**src/hdl/frsc_pkg.sv**
```systemverilog
`default_nettype none

package frsc_pkg;

    localparam logic [7:0] PREAMBLE_RESET  = 8'h55;
    localparam logic [7:0] START_MK_RESET  = 8'h7E;
    localparam logic [7:0] END_MK_RESET    = 8'h7E;
    localparam logic [7:0] MAX_LEN_RESET   = 8'h40;

    localparam logic [7:0] TYPE_START = 8'd1;
    localparam logic [7:0] TYPE_DATA  = 8'd2;
    localparam logic [7:0] TYPE_END   = 8'd3;
    localparam logic [7:0] TYPE_NACK  = 8'd4;

    localparam logic [2:0] REG_PREAMBLE  = 3'd0;
    localparam logic [2:0] REG_START_MK  = 3'd1;
    localparam logic [2:0] REG_END_MK    = 3'd2;
    localparam logic [2:0] REG_MAX_LEN   = 3'd3;

    localparam int QUEUE_DEPTH = 2;

    typedef enum logic [1:0] {
        V_ACCEPT = 2'd0,
        V_NACK   = 2'd1,
        V_REJECT = 2'd2
    } verdict_t;

    typedef enum logic [2:0] {
        E_OK      = 3'd0,
        E_CRC     = 3'd1,
        E_SEQ     = 3'd2,
        E_LEN     = 3'd3,
        E_TYPE    = 3'd4,
        E_NOSTART = 3'd5,
        E_END     = 3'd6,
        E_VALUE   = 3'd7
    } err_t;

    typedef enum logic [2:0] {
        K_BAD   = 3'd0,
        K_START = 3'd1,
        K_DATA  = 3'd2,
        K_END   = 3'd3,
        K_NACK  = 3'd4
    } kind_t;

    typedef struct packed {
        logic [7:0] preamble;
        logic [7:0] start_mk;
        logic [7:0] end_mk;
        logic [7:0] max_len;
    } cfg_t;

    typedef struct packed {
        kind_t      kind;
        err_t       code;
        logic [7:0] seq;
        logic [7:0] param;
        logic       hit;
    } item_t;

endpackage

`default_nettype wire

```
**src/hdl/frsc_back.sv**
```systemverilog
`default_nettype none

module frsc_back (
    input  wire logic            clk,
    input  wire logic            rst_n,
    input  wire logic            item_valid,
    input  wire frsc_pkg::item_t item,
    output logic                 item_pop,
    output logic                 out_valid,
    input  wire logic            out_ready,
    output logic [1:0]           verdict,
    output logic [2:0]           error_code,
    output logic [7:0]           nack_seq,
    output logic                 retransmit_request,
    output logic [7:0]           retransmit_seq
);
    import frsc_pkg::*;

    logic        session_reg, session_next;
    logic [7:0]  total_reg, total_next;
    logic [7:0]  next_seq_reg, next_seq_next;
    logic        out_valid_reg, out_valid_next;
    verdict_t    verdict_reg, verdict_next;
    err_t        code_reg, code_next;
    logic [7:0]  nack_seq_reg, nack_seq_next;
    logic        rreq_reg, rreq_next;
    logic [7:0]  rseq_reg, rseq_next;

    assign item_pop = item_valid && (!out_valid_reg || out_ready);

    always_comb
    begin
        session_next  = session_reg;
        total_next    = total_reg;
        next_seq_next = next_seq_reg;
        verdict_next  = V_REJECT;
        code_next     = item.code;
        nack_seq_next = 8'd0;
        rreq_next     = 1'b0;
        rseq_next     = 8'd0;
        case (item.kind)
            K_START:
            begin
                if (item.seq != 8'd0)
                begin
                    code_next = E_SEQ;
                end
                else
                begin
                    session_next  = 1'b1;
                    total_next    = item.param;
                    next_seq_next = 8'd1;
                    verdict_next  = V_ACCEPT;
                end
            end
            K_DATA, K_END:
            begin
                if (!session_reg)
                begin
                    code_next = E_NOSTART;
                end
                else if (item.seq != next_seq_reg)
                begin
                    code_next     = E_SEQ;
                    verdict_next  = V_NACK;
                    nack_seq_next = next_seq_reg;
                end
                else if (item.kind == K_DATA)
                begin
                    next_seq_next = next_seq_reg + 8'd1;
                    verdict_next  = V_ACCEPT;
                end
                else if (total_reg != 8'd0 && item.seq != total_reg - 8'd1)
                begin
                    code_next = E_END;
                end
                else
                begin
                    // close the session
                    session_next  = 1'b0;
                    total_next    = 8'd0;
                    next_seq_next = 8'd0;
                    verdict_next  = V_ACCEPT;
                end
            end
            K_NACK:
            begin
                rreq_next = 1'b1;
                rseq_next = item.param;
                if (item.hit)
                begin
                    verdict_next = V_ACCEPT;
                end
                else
                begin
                    code_next = E_VALUE;
                end
            end
            default:
            begin
                verdict_next = V_REJECT;
            end
        endcase

        if (item_pop)
        begin
            out_valid_next = 1'b1;
        end
        else if (out_ready)
        begin
            out_valid_next = 1'b0;
        end
        else
        begin
            out_valid_next = out_valid_reg;
        end
    end

    always_ff @(posedge clk or negedge rst_n)
    begin
        if (!rst_n)
        begin
            session_reg   <= 1'b0;
            total_reg     <= 8'd0;
            next_seq_reg  <= 8'd0;
            out_valid_reg <= 1'b0;
        end
        else
        begin
            out_valid_reg <= out_valid_next;
            if (item_pop)
            begin
                session_reg  <= session_next;
                total_reg    <= total_next;
                next_seq_reg <= next_seq_next;
            end
        end
    end

    always_ff @(posedge clk)
    begin
        if (item_pop)
        begin
            verdict_reg  <= verdict_next;
            code_reg     <= code_next;
            nack_seq_reg <= nack_seq_next;
            rreq_reg     <= rreq_next;
            rseq_reg     <= rseq_next;
        end
    end

    assign out_valid          = out_valid_reg;
    assign verdict            = verdict_reg;
    assign error_code         = code_reg;
    assign nack_seq           = nack_seq_reg;
    assign retransmit_request = rreq_reg;
    assign retransmit_seq     = rseq_reg;

endmodule

`default_nettype wire

```
**config.mk**
```make
export PLATFORM = sky130hd
export DESIGN_NAME = frsc_back
export DESIGN_NICKNAME = d
export VERILOG_FILES = /design/src/hdl/frsc_pkg.sv /design/src/hdl/frsc_back.sv
export SDC_FILE = /design/constraint.sdc
export NUM_CORES = 1
export LEC_CHECK = 0
export ABC_AREA = 1
export ABC_CLOCK_PERIOD_IN_PS = 5300
export CAP_MARGIN = 20
export CORE_MARGIN = 2
export CORE_UTILIZATION = 56
export CTS_CLUSTER_DIAMETER = 100
export DETAILED_ROUTE_END_ITERATION = 10
export DONT_BUFFER_PORTS = 1
export PLACE_DENSITY_LB_ADDON = 0.1
export SLEW_MARGIN = 20
export SYNTH_ARGS = -nofsm -noshare
export SYNTH_HDL_FRONTEND = slang
export SYNTH_SLANG_ARGS = --single-unit
```
**constraint.sdc**
```tcl
create_clock -name clk -period 5.3 [get_ports clk]
set_input_delay 1.325 -clock clk [delete_from_list [all_inputs] [get_ports clk]]
set_output_delay 1.325 -clock clk [all_outputs]
set_load 0.02 [all_outputs]
```
==> results.sh <==
export IMPL_num_antenna_cells=0
export IMPL_syn_avg_cell_area_sq_um=7.50
export IMPL_placed_area_sq_mm=0.00246
export IMPL_p_leak_nw=1.27
export IMPL_clkLatencyLatePin_ns=0.30
export IMPL_cp_start_kind="input pin"
export IMPL_power_density_mw_per_mm2=346
export IMPL_final_max_slew_viol_count=0
export IMPL_wl_per_cell_um=13.2
export IMPL_worstPathArrival_ns=2.03
export IMPL_worst_slew_pin_slew_ns=1.05
export IMPL_cp_max_fo=18
export IMPL_viasPerCell=5.21
export IMPL_cts_sinks=40
export IMPL_antenna_found_initial=0
export IMPL_synth_cell_types=29
export IMPL_yosysSeqAreaShare_pct=45.9
export IMPL_final_min_clock_period_ns=3.35
export IMPL_ant_nets=0
export IMPL_slew_headroom_pct=29.8
export IMPL_swShare_pct=35.5
export IMPL_die_h_um=69.8
export IMPL_cts_setup_buffers=0
export IMPL_numCtsBuffers=5
export IMPL_area_growth_pct=5.17
export IMPL_dp_hpwl_um=3860
export IMPL_ff_latch_area_sq_mm=0.00111
export IMPL_nNetsFinal=357
export IMPL_grt_use_total_pct=22.9
export IMPL_setup_tns_ns=0
export IMPL_endpoint_kind="primary output"
export IMPL_initial_core_util_pct=59.2
export IMPL_cts_resized=0
export IMPL_cap_viol_max_count=0
export IMPL_finalClockSkew_ns=0.00447
export IMPL_core_sq_mm=0.00409
export IMPL_finalSetupViolations=0
export IMPL_worst_ir_drop_vdd_mv=0.176
export IMPL_totalWireLength_um=4990
export IMPL_routabilityCongestion=0.918
export IMPL_final_hold_viol_count=0
export IMPL_drive_gt1_share_pct=7.93
export IMPL_ios=51
export IMPL_hold_depth=2
export IMPL_num_fill_cells=367
export IMPL_rsz0062_at_grt="no"
export IMPL_grt_max_degree=19
export IMPL_worstHoldPathType="reg -> reg"
export IMPL_multi_input_area_sq_mm=0.00106
export IMPL_grt_ovfl_total=0
export IMPL_power_mw=0.882
export IMPL_die_w_um=69.8
export IMPL_combPwrFrac_pct=27.0
export IMPL_grt_pass1_vias=1872
export IMPL_dr_pass1_iters=4
export IMPL_clock_root_buffer="clkbuf_8"
export IMPL_grt_pass1_wl_um=8750
export IMPL_synth_net_count=353
export IMPL_p_seq_share_pct=49.5
export IMPL_critical_path_class="in -> out"
export IMPL_std_cell_rows=23
export IMPL_cts_tree="done"
export IMPL_vias=1971
export IMPL_fin_ws_ns=1.95
export IMPL_finalNonFillerCells=378
export IMPL_port_buffers=0
export IMPL_drtIter0Drc=215
export IMPL_r2r_cells=11
export IMPL_syn_cell_area_sq_mm=0.00242
export IMPL_placedCellCount=370
export IMPL_hold_ws_ns=0.535
export IMPL_p_int_mw=0.569
export IMPL_clockPowerShare_pct=23.5
export IMPL_pre_cts_ws_ns=1.86
export IMPL_worstPathRequired_ns=3.97
export IMPL_fmax_mhz=298
export IMPL_die_area_sq_mm=0.00487
export IMPL_clk_pin_slew_ns=0.07
export IMPL_drc=0
export IMPL_ys_ff_latch=40
export IMPL_status="finished clean"
export IMPL_htreeDepth=2
export IMPL_stdcell_area_sq_mm=0.00255
export IMPL_fin_util_pct=62.3
export IMPL_syn_instance_count=323
export IMPL_synth_warnings=0
export IMPL_power_switching_mw=0.313
export IMPL_cts_buffer_depth=2
export IMPL_finalCritPeriodShare_pct=63.3
export IMPL_cts_hold_buffers_added=0
-- Yosys cell counts (all sizes together) --
library cell  instances  area share (%)
xnor2                 3             1.1
nor4                  1            0.26
and2                  1            0.26
dfrtp                18              19
nand3                16             3.3
clkinv                1            0.15
nor3                  3            0.62
o21ai                12             2.6
edfxtp               22              27
nand4                16             5.0
nand2               105              17
inv                  55             8.5
o211ai                1            0.31
nor2                 54             9.6
ha                    3             1.6
a21oi                 4            0.83
buf                   4             1.4
xor2                  3             1.1
a21boi                1            0.47
-- layout make-up --
cell class | count | share of cell area [%]
clock buffers | 8 | 3.54
inverters | 56 | 8.26
multi-input cells | 223 | 41.8
flip-flops and latches | 40 | 43.6
well taps | 50 | 2.46
repair buffers | 1 | 0.295
-- logic make-up after synthesis --
group | synth area share (%)
and+or+nand+nor | 36.0
buffers and inverters | 10.1
DFF | 45.9
AOI/OAI and AO/OA | 4.24
xor gates and xnor gates | 2.17
adders and majority gates | 1.55
-- cell usage in the layout (no fill, tap or decap) --
master | Yosys | final
nor2_8 | 1 | 1
edfxtp_1 | 22 | 22
nand4_4 | 1 | 1
o211ai_1 | 1 | 1
buf_4 | 1 | 1
dfrtp_1 | 18 | 18
nor4_1 | 1 | 1
clkinv_1 | 1 | 1
nand2_2 | 7 | 7
ha_1 | 3 | 3
and2_1 | 1 | 1
clkbuf_1 | 0 | 2
o21ai_0 | 9 | 9
nand4_2 | 1 | 1
o21ai_1 | 2 | 2
o21ai_2 | 1 | 1
a21oi_1 | 4 | 4
nor2_1 | 48 | 48
inv_2 | 2 | 2
nand2_1 | 98 | 98
xor2_1 | 3 | 3
clkbuf_8 | 0 | 6
nor3_1 | 3 | 3
xnor2_1 | 3 | 3
nand4_1 | 14 | 14
inv_1 | 53 | 53
nand3_1 | 16 | 16
nor2_2 | 5 | 5
a21boi_2 | 1 | 1
-- layer usage --
| layer | wire length (um) | share of wire [%] | vias up | global-route usage [%] |
|---|---|---|---|---|
| met2 | 2490 | 50 | 65 | 38.5 |
| met4 | 57 | 1.1 | 0 | 6.84 |
| met3 | 265 | 5.3 | 6 | 6.54 |
| met5 | 0 | 0 | - | 0 |
| met1 | 2180 | 44 | 882 | 28.8 |
| li1 | - | - | 1018 | - |
-- critical path, cell delays in order --
cell and delay (ns):
inv_1 0.02, nand2_1 0.06, nand2_1 0.07, inv_1 0.20, buf_4 0.35
-- power by group through the flow --
stage          registers, mW  logic, mW  clock network, mW
2_1_floorplan          0.430      0.199                  0
3_3_place_gp           0.442      0.232                  0
3_5_place_dp           0.441      0.240                  0
4_1_cts                0.436      0.240              0.209
5_1_grt                0.444      0.278              0.226
6_report               0.436      0.239              0.207
-- worst paths after layout --
path	startpoint	endpoint	slack (ns)
worst max-delay path	out_ready	item_pop	1.95
worst min-delay path	total_reg[1]	total_reg[1]	0.54
worst max register to register	out_valid	next_seq_reg[7]	2.86
worst min register to register	total_reg[1]	total_reg[1]	0.54
max in group asynchronous	rst_n	next_seq_reg[0]	4.51
min in group asynchronous	rst_n	total_reg[2]	0.71
(Power assumes the default switching activity.)
